==> config.mk <==
export PLATFORM = sky130hd
export DESIGN_NAME = uart_led_command_blinker_flat
export DESIGN_NICKNAME = d
export VERILOG_FILES = /design/src/ulcb_pkg.sv /design/src/ulcb_if.sv /design/src/uart_led_command_blinker.sv /design/src/ulcb_ctrl.sv /design/src/ulcb_datapath.sv /design/src/flat_wrapper.sv
export SDC_FILE = /design/constraint.sdc
export NUM_CORES = 1
export LEC_CHECK = 0
export BUFFER_PORTS_ARGS = -buffer_cell sky130_fd_sc_hd__buf_2
export CAP_MARGIN = 5
export CORE_AREA = 5 5 300 302
export DETAILED_ROUTE_END_ITERATION = 8
export DIE_AREA = 0 0 305 307
export PLACE_DENSITY = 0.56
export SLEW_MARGIN = 20
export SYNTH_ARGS = -nofsm -noshare
export SYNTH_HDL_FRONTEND = slang
export SYNTH_SLANG_ARGS = --single-unit
==> constraint.sdc <==
create_clock -name clk_i -period 5.2 [get_ports clk_i]
set_clock_uncertainty 0.05 [all_clocks]
set_input_delay 0 -clock clk_i [delete_from_list [all_inputs] [get_ports clk_i]]
set_output_delay 0 -clock clk_i [all_outputs]
set_load 0.05 [all_outputs]
==> src/ulcb_pkg.sv <==
// Package: shared types, constants and helpers for the LED command console.
`timescale 1ns / 1ps
package ulcb_pkg;

  localparam int unsigned LineCapacity = 64;
  localparam int unsigned LenW = $clog2(LineCapacity);
  localparam int unsigned PosW = $clog2(LineCapacity + 1);

  localparam logic [30:0] Max31 = 31'h7FFF_FFFF;
  localparam logic [30:0] DefaultPeriod = 31'd500;
  localparam logic [30:0] MinPeriod = 31'd10;

  localparam logic [7:0] ChCr = 8'h0D;
  localparam logic [7:0] ChLf = 8'h0A;
  localparam logic [7:0] ChBs = 8'h08;
  localparam logic [7:0] ChDel = 8'h7F;

  typedef enum logic [2:0] {
    RespNone    = 3'd0,
    RespColor   = 3'd1,
    RespOff     = 3'd2,
    RespSteady  = 3'd3,
    RespBlink   = 3'd4,
    RespUnknown = 3'd5
  } resp_e;

  typedef enum logic [2:0] {
    ColOff   = 3'd0,
    ColRed   = 3'd1,
    ColGreen = 3'd2,
    ColBlue  = 3'd3,
    ColWhite = 3'd4
  } color_e;

  // Controller states.
  typedef enum logic [2:0] {
    StIdle,
    StMatch,
    StSkip,
    StSign,
    StDigit,
    StFinish,
    StOut
  } state_e;

  // Commands from controller to datapath.
  typedef struct packed {
    logic take;       // latch input beat and do simple byte/tick work
    logic rd_start;   // issue a read at position 0
    logic rd_next;    // advance read position and issue read
    logic match_step; // compare read char against all command words
    logic sign_take;  // consume sign character
    logic digit_take; // accumulate digit
    logic finish;     // apply the line result
    logic out_load;   // load the output register
  } cmd_t;

  // Status from datapath to controller.
  typedef struct packed {
    logic is_eol;       // latched byte ends a nonempty line
    logic match_last;   // read position is last char needed for matching
    logic at_end;       // read position reached line length
    logic is_space;
    logic is_sign;
    logic is_digit;
    logic need_parse;   // blink chosen and line longer than six
  } stat_t;

  // Character of command word w at position i (0 beyond word end).
  function automatic logic [7:0] word_char(input logic [2:0] w, input logic [2:0] i);
    logic [7:0] c;
    c = 8'h00;
    case (w)
      3'd0: case (i) 3'd0: c = "r"; 3'd1: c = "e"; 3'd2: c = "d"; default: c = 8'h00; endcase
      3'd1: case (i)
        3'd0: c = "g"; 3'd1: c = "r"; 3'd2: c = "e"; 3'd3: c = "e"; 3'd4: c = "n";
        default: c = 8'h00;
      endcase
      3'd2: case (i)
        3'd0: c = "b"; 3'd1: c = "l"; 3'd2: c = "u"; 3'd3: c = "e"; default: c = 8'h00;
      endcase
      3'd3: case (i)
        3'd0: c = "w"; 3'd1: c = "h"; 3'd2: c = "i"; 3'd3: c = "t"; 3'd4: c = "e";
        default: c = 8'h00;
      endcase
      3'd4: case (i) 3'd0: c = "o"; 3'd1: c = "f"; 3'd2: c = "f"; default: c = 8'h00; endcase
      3'd5: case (i)
        3'd0: c = "s"; 3'd1: c = "t"; 3'd2: c = "e"; 3'd3: c = "a"; 3'd4: c = "d";
        3'd5: c = "y"; default: c = 8'h00;
      endcase
      3'd6: case (i)
        3'd0: c = "b"; 3'd1: c = "l"; 3'd2: c = "i"; 3'd3: c = "n"; 3'd4: c = "k";
        default: c = 8'h00;
      endcase
      default: c = 8'h00;
    endcase
    return c;
  endfunction

  function automatic logic [2:0] word_len(input logic [2:0] w);
    logic [2:0] n;
    case (w)
      3'd0, 3'd4: n = 3'd3;
      3'd2: n = 3'd4;
      3'd5: n = 3'd6;
      3'd1, 3'd3, 3'd6: n = 3'd5;
      default: n = 3'd0;
    endcase
    return n;
  endfunction

  function automatic logic [2:0] color_bits(input logic [2:0] c);
    logic [2:0] b;
    case (c)
      ColRed: b = 3'b100;
      ColGreen: b = 3'b010;
      ColBlue: b = 3'b001;
      ColWhite: b = 3'b111;
      default: b = 3'b000;
    endcase
    return b;
  endfunction

endpackage

==> src/ulcb_if.sv <==
// Interfaces: input and result channels with valid/ready handshake.
`timescale 1ns / 1ps
interface ulcb_in_if;
  logic       valid;
  logic       ready;
  logic       func;
  logic [7:0] rx_byte;
  modport source (output valid, func, rx_byte, input ready);
  modport sink (input valid, func, rx_byte, output ready);
endinterface

interface ulcb_out_if;
  logic        valid;
  logic        ready;
  logic        echo_valid;
  logic [7:0]  echo_byte;
  logic        erase_echo;
  logic        line_done;
  logic [2:0]  response;
  logic [2:0]  response_color;
  logic [30:0] reported_delay;
  logic [2:0]  led_pins;
  modport source (output valid, echo_valid, echo_byte, erase_echo, line_done, response,
                  response_color, reported_delay, led_pins, input ready);
  modport sink (input valid, echo_valid, echo_byte, erase_echo, line_done, response,
                response_color, reported_delay, led_pins, output ready);
endinterface

==> src/uart_led_command_blinker.sv <==
// Top level: LED command console with line editing and blink timer.
// A tick or plain byte is latched, then its result is loaded once the output is free.
// A line end is matched, then for blink its number is parsed (line up to 63 chars).
// One item at a time; the next item is accepted the cycle after its result is loaded.
// Reset: asynchronous active low; colour off, period 500, line empty; store unset.
`timescale 1ns / 1ps
module uart_led_command_blinker (
  input  logic       clk_i,
  input  logic       rst_ni,
  ulcb_in_if.sink    in_i,
  ulcb_out_if.source out_o
);

  ulcb_pkg::cmd_t  cmd;
  ulcb_pkg::stat_t stat;
  logic busy;

  ulcb_ctrl u_ctrl (
    .clk_i, .rst_ni,
    .in_valid_i (in_i.valid),
    .in_ready_o (in_i.ready),
    .out_busy_i (busy),
    .stat_i     (stat),
    .cmd_o      (cmd)
  );

  ulcb_datapath u_dp (
    .clk_i, .rst_ni,
    .in_func_i  (in_i.func),
    .in_byte_i  (in_i.rx_byte),
    .cmd_i      (cmd),
    .stat_o     (stat),
    .out_busy_o (busy),
    .out_o      (out_o)
  );

endmodule

==> src/ulcb_ctrl.sv <==
// Controller: sequences byte handling, line matching and number parsing.
`timescale 1ns / 1ps
module ulcb_ctrl (
  input  logic             clk_i,
  input  logic             rst_ni,
  input  logic             in_valid_i,
  output logic             in_ready_o,
  input  logic             out_busy_i,
  input  ulcb_pkg::stat_t  stat_i,
  output ulcb_pkg::cmd_t   cmd_o
);

  ulcb_pkg::state_e state_q, state_d;

  // Hold state.
  always_ff @(posedge clk_i or negedge rst_ni) begin
    if (!rst_ni) begin
      state_q <= ulcb_pkg::StIdle;
    end else begin
      state_q <= state_d;
    end
  end

  // Next state and commands.
  always_comb begin
    state_d = state_q;
    cmd_o = '0;
    in_ready_o = 1'b0;
    case (state_q)
      ulcb_pkg::StIdle: begin
        in_ready_o = 1'b1;
        if (in_valid_i) begin
          cmd_o.take = 1'b1;
          state_d = ulcb_pkg::StOut;
        end
      end
      ulcb_pkg::StOut: begin
        // entered right after take: decide line or direct output
        if (stat_i.is_eol) begin
          cmd_o.rd_start = 1'b1;
          state_d = ulcb_pkg::StMatch;
        end else if (!out_busy_i) begin
          cmd_o.finish = 1'b1;
          cmd_o.out_load = 1'b1;
          state_d = ulcb_pkg::StIdle;
        end
      end
      ulcb_pkg::StMatch: begin
        cmd_o.match_step = 1'b1;
        if (stat_i.match_last) begin
          state_d = ulcb_pkg::StFinish;
          if (stat_i.need_parse) begin
            cmd_o.rd_next = 1'b1;
            state_d = ulcb_pkg::StSkip;
          end
        end else begin
          cmd_o.rd_next = 1'b1;
        end
      end
      ulcb_pkg::StSkip: begin
        if (stat_i.at_end) begin
          state_d = ulcb_pkg::StFinish;
        end else if (stat_i.is_space) begin
          cmd_o.rd_next = 1'b1;
        end else begin
          state_d = ulcb_pkg::StSign;
        end
      end
      ulcb_pkg::StSign: begin
        if (stat_i.is_sign) begin
          cmd_o.sign_take = 1'b1;
          cmd_o.rd_next = 1'b1;
        end
        state_d = ulcb_pkg::StDigit;
      end
      ulcb_pkg::StDigit: begin
        if (!stat_i.at_end && stat_i.is_digit) begin
          cmd_o.digit_take = 1'b1;
          cmd_o.rd_next = 1'b1;
        end else begin
          state_d = ulcb_pkg::StFinish;
        end
      end
      ulcb_pkg::StFinish: begin
        if (!out_busy_i) begin
          cmd_o.finish = 1'b1;
          cmd_o.out_load = 1'b1;
          state_d = ulcb_pkg::StIdle;
        end
      end
      default: state_d = ulcb_pkg::StIdle;
    endcase
  end

`ifndef SYNTHESIS
  // Input is only taken from idle.
  assert property (@(posedge clk_i) disable iff (!rst_ni)
    cmd_o.take |-> state_q == ulcb_pkg::StIdle) else $error("take outside idle");
  // A result is never loaded while the previous one is pending.
  assert property (@(posedge clk_i) disable iff (!rst_ni)
    cmd_o.out_load |-> !out_busy_i) else $error("output overrun");
  // After a take the controller leaves idle.
  assert property (@(posedge clk_i) disable iff (!rst_ni)
    cmd_o.take |=> state_q != ulcb_pkg::StIdle) else $error("take did not start work");
`endif

endmodule

==> src/ulcb_datapath.sv <==
// Datapath: line store, command matcher, decimal parser, LED timing, output register.
`timescale 1ns / 1ps
module ulcb_datapath (
  input  logic            clk_i,
  input  logic            rst_ni,
  input  logic            in_func_i,
  input  logic [7:0]      in_byte_i,
  input  ulcb_pkg::cmd_t  cmd_i,
  output ulcb_pkg::stat_t stat_o,
  output logic            out_busy_o,
  ulcb_out_if.source      out_o
);

  localparam int unsigned LenW = ulcb_pkg::LenW;
  localparam int unsigned PosW = ulcb_pkg::PosW;

  logic [7:0] mem_q [ulcb_pkg::LineCapacity];
  logic [7:0] rd_q;
  logic [LenW-1:0] len_q;
  logic [PosW-1:0] pos_q; // position of char currently in rd_q
  logic [PosW-1:0] rd_addr;
  logic func_q;
  logic [7:0] byte_q;
  logic erase_q;
  logic [6:0] alive_q, alive_d; // per-command match still possible
  logic neg_q;
  logic [31:0] acc_q; // saturates at 2^31
  logic [2:0] color_q;
  logic blink_q;
  logic [30:0] period_q;
  logic [30:0] elapsed_q;
  logic phase_q;
  logic [2:0] led_q;
  logic ovalid_q;
  logic [2:0] resp;
  logic [30:0] delay;
  logic [2:0] color_n;
  logic blink_n;
  logic [30:0] period_n;
  logic [30:0] parsed;
  logic is_lf;
  logic is_bs;
  logic [PosW-1:0] len_ext;
  logic [2:0] win;
  logic [2:0] win_d;
  logic [35:0] acc_x10;

  assign len_ext = PosW'(len_q);
  assign is_lf = (byte_q == ulcb_pkg::ChCr) || (byte_q == ulcb_pkg::ChLf);
  assign is_bs = (byte_q == ulcb_pkg::ChBs) || (byte_q == ulcb_pkg::ChDel);
  assign rd_addr = cmd_i.rd_start ? '0 : pos_q + PosW'(1);

  // Write and read the line store.
  always_ff @(posedge clk_i) begin
    if (cmd_i.take && !in_func_i && !(in_byte_i == ulcb_pkg::ChCr ||
        in_byte_i == ulcb_pkg::ChLf || in_byte_i == ulcb_pkg::ChBs ||
        in_byte_i == ulcb_pkg::ChDel) && len_q != LenW'(ulcb_pkg::LineCapacity - 1)) begin
      mem_q[len_q] <= in_byte_i;
    end
    if (cmd_i.rd_start || cmd_i.rd_next) begin
      rd_q <= mem_q[rd_addr[LenW-1:0]];
    end
  end

  // Status toward the controller.
  always_comb begin
    stat_o.is_eol = !func_q && is_lf && len_q != '0;
    stat_o.match_last = (pos_q == PosW'(5)) || (pos_q + PosW'(1) == len_ext);
    stat_o.at_end = pos_q >= len_ext;
    stat_o.is_space = rd_q == 8'h20 || rd_q == 8'h09 || rd_q == 8'h0B || rd_q == 8'h0C;
    stat_o.is_sign = rd_q == 8'h2B || rd_q == 8'h2D;
    stat_o.is_digit = rd_q >= 8'h30 && rd_q <= 8'h39;
    stat_o.need_parse = (win_d == 3'd6) && (len_ext > PosW'(6));
  end

  // Narrow match vector after this char.
  always_comb begin
    alive_d = alive_q;
    for (int w = 0; w < 7; w++) begin
      if (pos_q < PosW'(ulcb_pkg::word_len(3'(w))) &&
          rd_q != ulcb_pkg::word_char(3'(w), pos_q[2:0])) begin
        alive_d[w] = 1'b0;
      end
    end
  end

  // Pick the first matching command from the vector after this char.
  always_comb begin
    win_d = 3'd7;
    for (int w = 6; w >= 0; w--) begin
      if (alive_d[w] && len_ext >= PosW'(ulcb_pkg::word_len(3'(w)))) win_d = 3'(w);
    end
  end

  // Pick the first matching command from the final vector.
  always_comb begin
    win = 3'd7;
    for (int w = 6; w >= 0; w--) begin
      if (alive_q[w] && len_ext >= PosW'(ulcb_pkg::word_len(3'(w)))) win = 3'(w);
    end
  end

  assign acc_x10 = {4'd0, acc_q} * 36'd10 + 36'(rd_q - 8'h30);

  // Resolve parsed period.
  always_comb begin
    if (len_ext <= PosW'(6)) parsed = ulcb_pkg::DefaultPeriod;
    else if (neg_q) parsed = ulcb_pkg::MinPeriod;
    else if (acc_q > 32'(ulcb_pkg::Max31)) parsed = ulcb_pkg::Max31;
    else if (acc_q < 32'(ulcb_pkg::MinPeriod)) parsed = ulcb_pkg::MinPeriod;
    else parsed = acc_q[30:0];
  end

  // Line result.
  always_comb begin
    resp = ulcb_pkg::RespNone;
    delay = '0;
    color_n = color_q;
    blink_n = blink_q;
    period_n = period_q;
    if (!func_q && is_lf && len_q != '0) begin
      case (win)
        3'd0: begin color_n = ulcb_pkg::ColRed; resp = ulcb_pkg::RespColor; end
        3'd1: begin color_n = ulcb_pkg::ColGreen; resp = ulcb_pkg::RespColor; end
        3'd2: begin color_n = ulcb_pkg::ColBlue; resp = ulcb_pkg::RespColor; end
        3'd3: begin color_n = ulcb_pkg::ColWhite; resp = ulcb_pkg::RespColor; end
        3'd4: begin color_n = ulcb_pkg::ColOff; blink_n = 1'b0; resp = ulcb_pkg::RespOff; end
        3'd5: begin blink_n = 1'b0; resp = ulcb_pkg::RespSteady; end
        3'd6: begin
          blink_n = 1'b1; period_n = parsed; delay = parsed; resp = ulcb_pkg::RespBlink;
        end
        default: resp = ulcb_pkg::RespUnknown;
      endcase
    end
  end

  // Sequence registers for byte, match and parse, plus colour, blink timing and output valid.
  always_ff @(posedge clk_i or negedge rst_ni) begin
    if (!rst_ni) begin
      len_q <= '0;
      pos_q <= '0;
      func_q <= 1'b1;
      byte_q <= '0;
      erase_q <= 1'b0;
      alive_q <= '1;
      neg_q <= 1'b0;
      acc_q <= '0;
      color_q <= ulcb_pkg::ColOff;
      blink_q <= 1'b0;
      period_q <= ulcb_pkg::DefaultPeriod;
      elapsed_q <= '0;
      phase_q <= 1'b0;
      led_q <= '0;
      ovalid_q <= 1'b0;
    end else begin
      if (cmd_i.take) begin
        func_q <= in_func_i;
        byte_q <= in_byte_i;
        erase_q <= 1'b0;
        alive_q <= '1;
        neg_q <= 1'b0;
        acc_q <= '0;
        if (in_func_i) begin
          if (elapsed_q != ulcb_pkg::Max31) elapsed_q <= elapsed_q + 31'd1;
        end else if (in_byte_i == ulcb_pkg::ChBs || in_byte_i == ulcb_pkg::ChDel) begin
          if (len_q != '0) begin
            len_q <= len_q - LenW'(1);
            erase_q <= 1'b1;
          end
        end else if (!(in_byte_i == ulcb_pkg::ChCr || in_byte_i == ulcb_pkg::ChLf) &&
                     len_q != LenW'(ulcb_pkg::LineCapacity - 1)) begin
          len_q <= len_q + LenW'(1);
        end
      end
      if (cmd_i.rd_start) pos_q <= '0;
      else if (cmd_i.rd_next) pos_q <= pos_q + PosW'(1);
      if (cmd_i.match_step) alive_q <= alive_d;
      if (cmd_i.sign_take) neg_q <= rd_q == 8'h2D;
      if (cmd_i.digit_take) begin
        acc_q <= (acc_x10 > 36'(ulcb_pkg::Max31)) ? 32'h8000_0000 : acc_x10[31:0];
      end
      if (cmd_i.finish) begin
        color_q <= color_n;
        blink_q <= blink_n;
        period_q <= period_n;
        if (!func_q && is_lf) len_q <= '0;
      end
      // Refresh LEDs when a result is loaded.
      if (cmd_i.out_load) begin
        if (blink_n && color_n != ulcb_pkg::ColOff) begin
          if (elapsed_q >= period_n) begin
            elapsed_q <= '0;
            phase_q <= !phase_q;
            led_q <= !phase_q ? ulcb_pkg::color_bits(color_n) : 3'b000;
          end
        end else begin
          led_q <= ulcb_pkg::color_bits(color_n);
        end
      end
      if (cmd_i.out_load) ovalid_q <= 1'b1;
      else if (out_o.ready) ovalid_q <= 1'b0;
    end
  end

  // Output payload registers.
  always_ff @(posedge clk_i) begin
    if (cmd_i.out_load) begin
      out_o.echo_valid <= !func_q;
      out_o.echo_byte <= func_q ? 8'h00 : byte_q;
      out_o.erase_echo <= erase_q;
      out_o.line_done <= !func_q && is_lf;
      out_o.response <= resp;
      out_o.response_color <= color_n;
      out_o.reported_delay <= delay;
    end
  end

  assign out_o.led_pins = led_q;
  assign out_o.valid = ovalid_q;
  assign out_busy_o = ovalid_q && !out_o.ready;

`ifndef SYNTHESIS
  // A tick beat leaves the stored line untouched.
  assert property (@(posedge clk_i) disable iff (!rst_ni)
    (cmd_i.take && in_func_i) |=> $stable(len_q)) else $error("tick changed line");
  // A finished line clears the stored length.
  assert property (@(posedge clk_i) disable iff (!rst_ni)
    (cmd_i.finish && !func_q && is_lf) |=> len_q == '0) else $error("line not cleared");
  // Output appears right after a load.
  assert property (@(posedge clk_i) disable iff (!rst_ni)
    cmd_i.out_load |=> ovalid_q) else $error("lost result");
`endif

endmodule
==> src/flat_wrapper.sv <==
// flat-port wrapper written by rule: the top's interface ports become plain ports
module uart_led_command_blinker_flat 
  (clk_i, rst_ni, in_i_valid, in_i_func, in_i_rx_byte, in_i_ready, out_o_valid, out_o_echo_valid, out_o_echo_byte, out_o_erase_echo, out_o_line_done, out_o_response, out_o_response_color, out_o_reported_delay, out_o_led_pins, out_o_ready);
  ulcb_in_if in_i_i ();
  ulcb_out_if out_o_i ();
  input  logic clk_i;
  input  logic rst_ni;
  input wire logic [$bits(in_i_i.valid)-1:0] in_i_valid;
  input wire logic [$bits(in_i_i.func)-1:0] in_i_func;
  input wire logic [$bits(in_i_i.rx_byte)-1:0] in_i_rx_byte;
  output wire logic [$bits(in_i_i.ready)-1:0] in_i_ready;
  output wire logic [$bits(out_o_i.valid)-1:0] out_o_valid;
  output wire logic [$bits(out_o_i.echo_valid)-1:0] out_o_echo_valid;
  output wire logic [$bits(out_o_i.echo_byte)-1:0] out_o_echo_byte;
  output wire logic [$bits(out_o_i.erase_echo)-1:0] out_o_erase_echo;
  output wire logic [$bits(out_o_i.line_done)-1:0] out_o_line_done;
  output wire logic [$bits(out_o_i.response)-1:0] out_o_response;
  output wire logic [$bits(out_o_i.response_color)-1:0] out_o_response_color;
  output wire logic [$bits(out_o_i.reported_delay)-1:0] out_o_reported_delay;
  output wire logic [$bits(out_o_i.led_pins)-1:0] out_o_led_pins;
  input wire logic [$bits(out_o_i.ready)-1:0] out_o_ready;
  assign in_i_i.valid = in_i_valid;
  assign in_i_i.func = in_i_func;
  assign in_i_i.rx_byte = in_i_rx_byte;
  assign in_i_ready = in_i_i.ready;
  assign out_o_valid = out_o_i.valid;
  assign out_o_echo_valid = out_o_i.echo_valid;
  assign out_o_echo_byte = out_o_i.echo_byte;
  assign out_o_erase_echo = out_o_i.erase_echo;
  assign out_o_line_done = out_o_i.line_done;
  assign out_o_response = out_o_i.response;
  assign out_o_response_color = out_o_i.response_color;
  assign out_o_reported_delay = out_o_i.reported_delay;
  assign out_o_led_pins = out_o_i.led_pins;
  assign out_o_i.ready = out_o_ready;
  uart_led_command_blinker u_core (.clk_i(clk_i), .rst_ni(rst_ni), .in_i(in_i_i), .out_o(out_o_i));
endmodule
======== Word-level counts from Yosys, hierarchy flattened ========
Memory sizes are Yosys's and may differ from the RTL's. A register that Yosys moved wholly into a read port is not among the register bits.
Index checks and enable logic that the tools add are counted.
operators by class
  add/subtract/negate cells ............... 6
  multiply operators ...................... 1
  order comparisons ....................... 17
  equality and inequality tests ........... 50
  mux-type cells .......................... 100
  reductions and logical operators ........ 68
operators by type and width
  operator                                                         number
  2-to-1 mux 31 bit                                                12
  2-to-1 mux 32 bit                                                3
  2-to-1 mux 3 bit                                                 24
  one-hot mux 7 bit (5 select lines)                               2
  equality test 8 x 4 -> 1 bit, second input constant              8
  inequality test 8 bit                                            7
  one-hot mux 7 bit (4 select lines)                               2
  2-to-1 mux 6 bit                                                 8
  one-hot mux 7 bit (6 select lines)                               1
  adder 36 bit                                                     1
  greater-than comparator 36 x 31 -> 1 bit, second input constant  1
  multiplier 32 x 3 -> 35 bit, second input constant               1
  2-to-1 mux 1 bit                                                 33
  greater-than comparator 32 x 31 -> 1 bit, second input constant  1
  logical AND 1 bit                                                32
  < comparator 32 x 4 -> 1 bit, second input constant              1
  adder 31 x 1 -> 31 bit, second input constant                    1
  greater-or-equal comparator 31 bit                               1
  inequality test 31 bit, second input constant                    1
  equality test 3 bit, second input constant                       10
  2-to-1 mux 7 bit                                                 4
  equality test 3 x 2 -> 1 bit, second input constant              8
  equality test 8 x 6 -> 1 bit, second input constant              3
  one-hot mux 3 bit (4 select lines)                               2
  40 further kinds                                                 75
word-level totals
  bits in registers ....................... 185
  memory bits (writable) .................. 512
  input bits .............................. 13
  memories kept ........................... 1
memory list
  memory             words  bits a word  read ports  clocked after Yosys merged registers in  wr ports  line                 RTL
  u_core.u_dp.mem_q  64     8            1           1                                        1         ulcb_datapath.sv:17  logic [7:0] mem_q [ulcb_pkg::LineCapacity];

======== Longest topological paths before layout ========
Gate-level depths: netlist (run 1).
  depth after elaboration ................. 20
  gate-level depth with buffers ........... 25
  mapped depth without buffers ............ 22

======== By module ========
From an unflattened synthesis (run 1), not the netlist that was laid out.
second synthesis, totals
  cell total of the unflattened synthesis .. 3049
  area, all modules ....................... 35072.4 sq um
by module, submodules not included
  module         instances  cells each  area each (sq um)
  ulcb_datapath  1          3003        34703.3
  ulcb_ctrl      1          46          369.1

======== Worst setup path after synthesis (run 1) ========
No wires, ideal clock.
  kind .................................... register to register
  start point ............................. reg u_core.u_dp.acc_q[2]
  end point ............................... reg u_core.u_dp.acc_q[0]
  library setup time ...................... 0.066 ns
  arrival time ............................ 5.001 ns
  required time ........................... 5.084 ns
  path slack .............................. 0.082 ns
  cell stages (with the launch flop) ...... 21
  path buffers ............................ 1
  clock period less this slack ............ 5.118 ns
  path through ............................ dfrtp_1 -> ha_1 -> ha_1 -> a211oi_1 -> o21ai_0 -> a31o_2 -> a311oi_1 -> a21boi_0 -> nor2_1 -> o31ai_1 -> o311ai_0 -> ha_1 -> a21oi_1 -> nor2b_1 -> or2_2 -> nor3_1 -> xor2_1 -> o2111ai_1 -> a2111oi_4 -> buf_6 -> a22o_1
between the ends
  word-level cells in the longest chain between the ends .. 5
ends and longest elaborated chain
  what                                      line                  RTL
  start, declared                           ulcb_datapath.sv:27   logic [31:0] acc_q;
  start signal, assigned                    ulcb_datapath.sv:180  acc_q <= (acc_x10 > 36'(ulcb_pkg::Max31)) ? 32'h8000_0000 : acc_x10[31:0];
  multiplier 32 x 3 -> 35 bit               ulcb_datapath.sv:103  assign acc_x10 = {4'd0, acc_q} * 36'd10 + 36'(rd_q - 8'h30);
  adder 36 bit                              ulcb_datapath.sv:103
  greater-than comparator 36 x 31 -> 1 bit  ulcb_datapath.sv:180
  2-to-1 mux 32 bit                         ulcb_datapath.sv:180
  2-to-1 mux 32 bit                         ulcb_datapath.sv:179  if (cmd_i.digit_take) begin
No other way between the ends.
A chain may end at the register's enable or synchronous reset.

======== Worst setup path in the final report (run 1) ========
  start point ............................. reg u_core.u_dp.acc_q[2]
  end point ............................... reg u_core.u_dp.acc_q[3]
between the ends
  word-level cells in the longest chain between the ends .. 5
ends and longest elaborated chain
  what                                      line
  multiplier 32 x 3 -> 35 bit (*)           ulcb_datapath.sv:103
  adder 36 bit (*)                          ulcb_datapath.sv:103
  greater-than comparator 36 x 31 -> 1 bit  ulcb_datapath.sv:180
  2-to-1 mux 32 bit (*)                     ulcb_datapath.sv:180
  2-to-1 mux 32 bit (*)                     ulcb_datapath.sv:179
Every way passes the cells marked *; elsewhere a longest branch is shown, timed or not.

==> results.tsv, run 1 <==
stage	metric	value	unit
worst_setup_path	CP endpoint kind	register	
route	vias	23180	
logic_synthesis	Yosys reg bits	705	
final_layout	Layout Nets	3136	
worst_setup_path	CP startpoint	u_core.u_dp.acc_q[2]	
place	hpwl dp	60.49	mm
logic_synthesis	syn nets	2862	
place	Port Buffers	65	
die	I/O pins	66	
route	DRC Markers	0	
power_and_ir_drop	Max IR drop VDD	0.0003721	V
timing	post-route minimum period	5082	ps
logic_synthesis	synth warn	0	
logic_synthesis	largest cells by area after synthesis	edfxtp_1 50%, dfrtp_1 9.0%, mux4_2 6.3%, ha_1 5.3%, a21oi_1 3.5%	
logic_synthesis	Async SR Flop Fraction	19.43	%
global_routing	GR Util All Layers	18.70	%
die	std cell rows	109	
timing	Relative slew margins	29.15	%
timing	Final Max Slew Viols	0	
logic_synthesis	Syn Inst Count	2701	
power_and_ir_drop	Leak	15.37	nW
clocking	Clk pin slew, worst setup/hold paths	60	ps
die	die height	307	microns
worst_setup_path	WP buf/inv	5	
worst_hold_path	hold crit path type	primary input to register	
final_layout	fraction of layout cells with a size suffix above 1	21.33	%
die	die area	93640	sq um
route	DRT iter0 DRCs	1764	
timing	final setup fails	0	
global_routing	pin count of the biggest net entering global routing	77	
final_layout	P&R area growth vs syn	18.77	%
logic_synthesis	Seq/Total Area, Yosys	59.68	%
timing	hold slack	18.31	ps
worst_setup_path	CP most frequent cell	nor4_4	
logic_synthesis	cell taking the most area after synthesis	edfxtp_1	
worst_setup_path	CP delay by family, top	compound AO/OA/AOI/OAI gates	
clocking	root buffer cell	clkbuf_16	
route	first-pass detailed-route iteration total	5	
flow_run	max cap viols	0	
global_routing	initial antenna violation count	0	
global_routing	GRT overflow	0	
run_status	run status	completed	
worst_setup_path	worst reg2reg path startpoint	u_core.u_dp.acc_q[2]	
worst_setup_path	worst endpoint data arrival time	5550	ps
route	Vias/cell	5.520	
timing	Worst-Margin Slew	1063	ps
worst_setup_path	slowest stage cell, crit path	dfrtp_1	
timing	post-route clock period utilization	97.72	%
worst_hold_path	critical hold path startpoint	in_i_rx_byte[7]	
global_routing	global-route wire length before repair	137.8	mm
logic_synthesis	Post-Syn Area per Cell	12.72	sq um
clocking	Worst-Skew Late Latency	640	ps
clocking	cts bufs inserted	74	
logic_synthesis	EDFF count, synth	568	
clocking	# H-tree levels	3	
logic_synthesis	Synth Flop Type	edfxtp_1	
route	Routed WL	90.73	mm
logic_synthesis	Post-synth top cells	568 x edfxtp_1, 297 x nand2_1, 237 x a21oi_1, 218 x nor2_1, 146 x ha_1	
die	Initial Util	39.30	%
clocking	clk sinks	705	
logic_synthesis	top-count cell post-synth	edfxtp_1	
timing	Hold Vio Cnt, Final	0	
worst_setup_path	CP required	5670	ps
die	chip width	305	microns
timing	PnR worst setup slack	118.4	ps
worst_setup_path	CP Max Fanout	8	
worst_setup_path	biggest cell delay along the critical path	420	ps
logic_synthesis	top cell type's share of synthesized area	49.65	%
worst_setup_path	crit start category	register	
place	DP Area	37380	sq um
final_layout	design area	40800	sq um
route	wire per inst	21.61	microns
route	ANT nets after route	0	
worst_setup_path	kind of critical path	register to register	
power_and_ir_drop	overall power	20.69	mW
clocking	maximum root-to-sink buffer count	3	
power_and_ir_drop	power density of the placed cells	507.1	nW/um^2
global_routing	number of global-route vias before repair	23390	
timing	FMAX	196.8	MHz
clocking	CTS tree	built	
logic_synthesis	Netlist cell types	88	
logic_synthesis	synthesized area	34360	sq um
timing	unrepaired setup endpoints after global routing	yes	
timing	setup TNS	0	ps
place	gp weighted congestion	0.8876	
die	core area	87420	sq um
place	pre-CTS setup slack	-232.6	ps
## flip-flops by register name, indices dropped and copies added, names as in the netlist, 6 cells and up
signal,flops
u_core.u_dp.acc_q,32
u_core.u_dp.alive_q,7
u_core.u_dp.byte_q,8
u_core.u_dp.elapsed_q,31
u_core.u_dp.len_q,6
u_core.u_dp.mem_q,512
u_core.u_dp.out_o.echo_byte,8
u_core.u_dp.out_o.reported_delay,31
u_core.u_dp.period_q,31
u_core.u_dp.pos_q,7
u_core.u_dp.rd_q,8
## repair_timing
action                                  in CTS  in global routing
pin swaps                                    7                 58
endpoints found under the setup margin      32                 67
gates resized for setup                     19                107
cloned                                       1                  1
buffers inserted                             5                 15
hold endpoints to repair                   140                  0
hold buffers                                13                  0
## cells in the final DEF (no fill, tap or decap), types with 13 or more instances in the layout
master         instances
o21bai_1              24
nand3_1               92
nand4_1               29
ha_4                  20
clkbuf_16             75
ha_1                 121
xnor2_1               58
a31oi_1               21
xor2_1                51
o211ai_1              13
o21ai_0               92
nor4_1                23
inv_1                 39
nor3_1                21
nor2b_1               24
mux4_2                96
nand2_1              296
a21oi_1              228
a22o_1                51
nor2_1               208
and2_1                17
buf_2                 64
clkinv_1              20
dlygate4sd3_1         13
mux2i_1               36
o21a_1                14
edfxtp_1             568
a21o_1                42
dfstp_2               14
nand2b_1              24
dfrtp_1              118
a211oi_1              21
buf_4                236
## report_power, final
group	internal (mW)	switching (mW)
Clock	3.01	2.26
Sequential	6.55	0.355
Combinational	3.30	5.22
Total	12.9	7.83
## metrics by stage
step           util [%]  instances
3_5_place_dp      42.76       4029
6_report          46.68       4199
3_3_place_gp      42.76       4029
2_1_floorplan         -       2701
5_1_grt           46.67       4198
4_1_cts           45.81       4182
## cell families after synthesis
group                    count (synthesis)  share of synthesized area, %
AND/OR/NAND/NOR                        812                         10.82
flip-flops                             705                         59.68
AO/OA/AOI/OAI                          614                         11.42
buffers and inverters                  170                         2.167
adder cells (fa/ha/maj)                148                         5.434
multiplexers                           138                         7.539
XOR/XNOR                               114                         2.946
## worst paths after layout
kind	to	slack (ps)	cells after the start
max	u_core.u_dp.acc_q[3]	120	25
min	u_core.u_dp.byte_q[7]	20	4
max reg2reg	u_core.u_dp.acc_q[3]	120	25
min reg2reg	u_core.u_dp.out_o.erase_echo	410	0
max in group asynchronous	u_core.u_dp.acc_q[19]	3220	4
min in group asynchronous	u_core.u_dp.period_q[17]	450	3
## per-layer routing
metal / GRT usage [%] / vias up / part of all wire (%)
met3: 2.348 / 165 / 4.4
met2: 32.53 / 645 / 50
li1: - / 10830 / -
met4: 5.950 / 0 / 3.3
met1: 24.62 / 11540 / 42
met5: 0 / - / 0
## layout make-up
class	instances	area (sq um)
Tap cell	1165	1458
Fill cell	7696	46620
Clock buffer	86	1907
Multi-Input combinational cell	1826	13810
Clock inverter	48	504.2
Antenna cell	1	2.502
Inverter	42	157.7
Timing Repair Buffer	326	2456
Sequential cell	705	20510
## worst reg2reg max path, delay by kind of cell, from the launching register on
| kind | cells | cell delay, ps |
|---|---|---|
| AOI/OAI and AO/OA | 8 | 1300 |
| adders and majority gates | 4 | 1090 |
| and+or+nand+nor | 6 | 920 |
| buffers and inverters | 5 | 780 |
| DFF | 1 | 420 |
| xor gates and xnor gates | 2 | 390 |
(Power assumes the default switching activity.)
==> inputs of run 2 (changes only) <==
--- a/config.mk
+++ b/config.mk
@@ -10,7 +10,7 @@
 export CORE_AREA = 5 5 300 302
 export DETAILED_ROUTE_END_ITERATION = 8
 export DIE_AREA = 0 0 305 307
-export PLACE_DENSITY = 0.56
+export PLACE_DENSITY = 0.54
 export SLEW_MARGIN = 20
 export SYNTH_ARGS = -nofsm -noshare
 export SYNTH_HDL_FRONTEND = slang
==> constraint.sdc (replaced) <==
create_clock -name clk_i -period 4.7 [get_ports clk_i]
set_clock_uncertainty 0.05 [all_clocks]
set_input_delay 0 -clock clk_i [delete_from_list [all_inputs] [get_ports clk_i]]
set_output_delay 0 -clock clk_i [all_outputs]
set_load 0.05 [all_outputs]
==> run 2 against run 1 <==
The flow now finishes with violations (setup timing). Fmax down 0.37%. Setup slack lost 520 ps. Routed wire length grew 3.3%. Die area stayed put. Register-to-register slack got worse by 520 ps. Critical endpoint is now u_core.u_dp.acc_q[27]. Non-clock buffer count up 88. Final area grew 2.1%. Hold slack improved by 22 ps. Power up 14%. Sequential power is 10% higher. Clock-buffer cell count grew 9.
==> results.tsv, run 2 (synthesis results as in run 1) <==
stage	metric	value	unit	change
worst_setup_path	WP buf/inv	4		-1
timing	Final Max Slew Viols	0		unchanged
place	gp weighted congestion	0.8802		-0.83%
die	die height	307	microns	unchanged
clocking	root buffer cell	clkbuf_16		
final_layout	design area	41650	sq um	+2.1%
global_routing	GR Util All Layers	19.43	%	+0.73 points
power_and_ir_drop	part of the power in combinational logic	41.7	%	+0.6 points
timing	Hold Vio Cnt, Final	0		unchanged
final_layout	leading cell types in the layout, fill and taps excluded	568 x edfxtp_1, 309 x buf_4, 297 x nand2_1		
global_routing	met1 Use GR	25.37	%	+0.75 points
final_layout	# diodes	0		-1
run_status	failing checks	setup timing		
power_and_ir_drop	Reg power frac	32.1	%	-1.3 points
timing	post-route clock period utilization	108.5	%	+11 points
timing	Worst-Margin Slew	1017	ps	-45.83 ps
route	ANT nets after route	0		unchanged
route	Vias/cell	5.519		about the same
place	hpwl dp	62.34	mm	+3.1%
power_and_ir_drop	switching power total	8.932	mW	+14%
final_layout	P&R area growth vs syn	21.24	%	
clocking	CTS tree	built		
global_routing	initial antenna violation count	0		unchanged
power_and_ir_drop	Max IR drop VDD	0.0003916	V	+5.2%
route	Routed WL	93.76	mm	+3.3%
worst_setup_path	slowest stage cell, crit path	dfrtp_1		
global_routing	GR Layer Usage met3	2.989	%	+0.64 points
global_routing	GRT overflow	0		unchanged
final_layout	# fillers	7648		-0.62%
power_and_ir_drop	sw frac	37.80	%	-0.072 points
final_layout	max FFs per register	512		unchanged
clocking	Worst-Skew Late Latency	650	ps	about the same
clocking	Clk pin slew, worst setup/hold paths	60	ps	about the same
worst_hold_path	hold crit path type	primary input to register		
run_status	run status	finished, violations left		
worst_setup_path	CP required	5210	ps	-460 ps
place	DP Area	38050	sq um	+1.8%
global_routing	global-route wire length before repair	142.2	mm	+3.2%
die	std cell rows	109		unchanged
die	core area	87420	sq um	unchanged
die	die area	93640	sq um	unchanged
timing	FMAX	196.1	MHz	-0.37%
clocking	clk sinks	705		unchanged
worst_setup_path	crit start category	register		
clocking	maximum root-to-sink buffer count	3		unchanged
die	chip width	305	microns	unchanged
timing	final setup fails	32		+32
final_layout	commonest non-fill, non-tap cell in the layout	edfxtp_1		
final_layout	Biggest register	u_core.u_dp.mem_q		
worst_setup_path	CP delay by family, top	compound AO/OA/AOI/OAI gates		
clocking	# H-tree levels	3		unchanged
final_layout	Top Registers	u_core.u_dp.mem_q x512, u_core.u_dp.acc_q x32		
timing	post-route minimum period	5100	ps	+18.83 ps
timing	PnR worst setup slack	-400.4	ps	-518.8 ps
worst_setup_path	CP endpoint kind	register		
route	wire per inst	21.84	microns	+1.1%
clocking	cts bufs inserted	76		+2.7%
global_routing	number of global-route vias before repair	24040		+2.8%
route	vias	23700		+2.2%
die	I/O pins	66		unchanged
power_and_ir_drop	Power Internal	14.70	mW	+14%
power_and_ir_drop	Leak	16.00	nW	+4.1%
worst_setup_path	crit path cell chain	ha_1, ha_1, buf_4, and3_1, a31o_2, a311oi_2, a21boi_1, nor2_2, o21bai_1, xor2_1, ha_2, buf_6, nor2_4, nor3b_4, nor4_4, nor4_4, nor4_2, o21bai_1, xnor2_1, a2111oi_4, buf_6, clkbuf_16, a22o_1		
worst_setup_path	worst endpoint data arrival time	5610	ps	+60 ps
final_layout	fraction of layout cells with a size suffix above 1	23.94	%	+2.6 points
power_and_ir_drop	clock network power share	26.1	%	+0.6 points
worst_setup_path	biggest cell delay along the critical path	440	ps	+20 ps
route	DRT iter0 DRCs	1815		+2.9%
final_layout	Layout Nets	3226		+2.9%
power_and_ir_drop	power density of the placed cells	567.3	nW/um^2	+12%
timing	unrepaired setup endpoints after global routing	yes		
route	first-pass detailed-route iteration total	8		+3
worst_setup_path	CP Max Fanout	8		unchanged
global_routing	busiest grt layer	met2		
flow_run	max cap viols	0		unchanged
route	DRC Markers	0		unchanged
worst_setup_path	kind of critical path	register to register		
power_and_ir_drop	overall power	23.63	mW	+14%
die	Initial Util	39.30	%	unchanged
global_routing	GR Util met2	33.03	%	+0.51 points
place	Port Buffers	65		unchanged
global_routing	pin count of the biggest net entering global routing	90		+17%
timing	Relative slew margins	32.20	%	+3.1 points
run 2: changes by cell type in the layout (fill, tap and decap cells not counted), sizes merged:
cell         delta
clkbuf         +11
clkinv          -2
bufinv          +2
inv             +1
dlygate4sd3     +1
bufbuf          -1
clkinvlp        -2
diode           -1
buf            +86
run 2: repair_timing:
action / in CTS / in global routing
pin swaps: 32 / 31
buffers inserted: 23 / 8
gates cloned: 2 / 3
hold buffers: 15 / 0
resized for setup: 56 / 56
setup endpoints to repair: 67 / 67
hold endpoints to repair: 160 / 0
run 2: area by class of cell:
cell class | count | area (sq um) | share of cell area [%]
Clock buffer | 95 | 2013 | 4.833
Clock inverter | 47 | 579.3 | 1.391
Inverter | 42 | 157.7 | 0.3785
Multi-Input combinational cell | 1826 | 13660 | 32.80
Sequential cell | 705 | 20510 | 49.24
Tap cell | 1165 | 1458 | 3.499
Timing Repair Buffer | 414 | 3273 | 7.858
run 2: worst paths after layout:
| path | from | endpoint | slack [ps] | cells past startpoint |
|---|---|---|---|---|
| setup / recovery | u_core.u_dp.acc_q[10] | u_core.u_dp.acc_q[27] | -400 | 23 |
| hold reg to reg | u_core.u_dp.erase_q | u_core.u_dp.out_o.erase_echo | 410 | 0 |
| setup reg to reg | u_core.u_dp.acc_q[10] | u_core.u_dp.acc_q[27] | -400 | 23 |
| min in group asynchronous | rst_ni | u_core.u_dp.period_q[7] | 490 | 3 |
| max in group asynchronous | rst_ni | u_core.u_dp.alive_q[5] | 3620 | 4 |
| hold / removal | in_i_rx_byte[2] | u_core.u_dp.byte_q[2] | 40 | 4 |
run 2: per-layer routing:
| metal | part of all wire, % | wire length, microns |
|---|---|---|
| met5 | 0 | 0 |
| met4 | 3.7 | 3481 |
| met3 | 4.9 | 4623 |
| met2 | 49 | 46070 |
| met1 | 42 | 39590 |
run 2: tightest hold or removal path: cells and delay by family:
kind / cells / cell delay [ps]
buffers and inverters: 2 / 460
AND/OR/NAND/NOR: 2 / 180
run 2: power by group through the flow:
stage	Clock [mW]	Sequential (mW)	Combinational [mW]
2_1_floorplan	0	7.99	6.18
3_3_place_gp	0	7.70	9.49
3_5_place_dp	0	7.72	9.59
4_1_cts	6.32	7.59	9.76
5_1_grt	6.58	7.64	10.7
6_report	6.18	7.59	9.86
run 2: per-stage QoR:
stage                     hold WS [ps]  worst slack (ps)  util [%]  std cells  setup TNS (ps)
after floorplan                 -345.6             8.053         -       2701               0
after global placement           44.81            -455.1     43.52       4102          -20890
after detailed placement         56.85            -583.4     43.52       4102          -25560
after CTS                        20.66            -314.5     47.21       4282           -9150
after global routing             72.71            -717.4     47.65       4294          -22000
final                            40.12            -400.4     47.65       4294          -11480
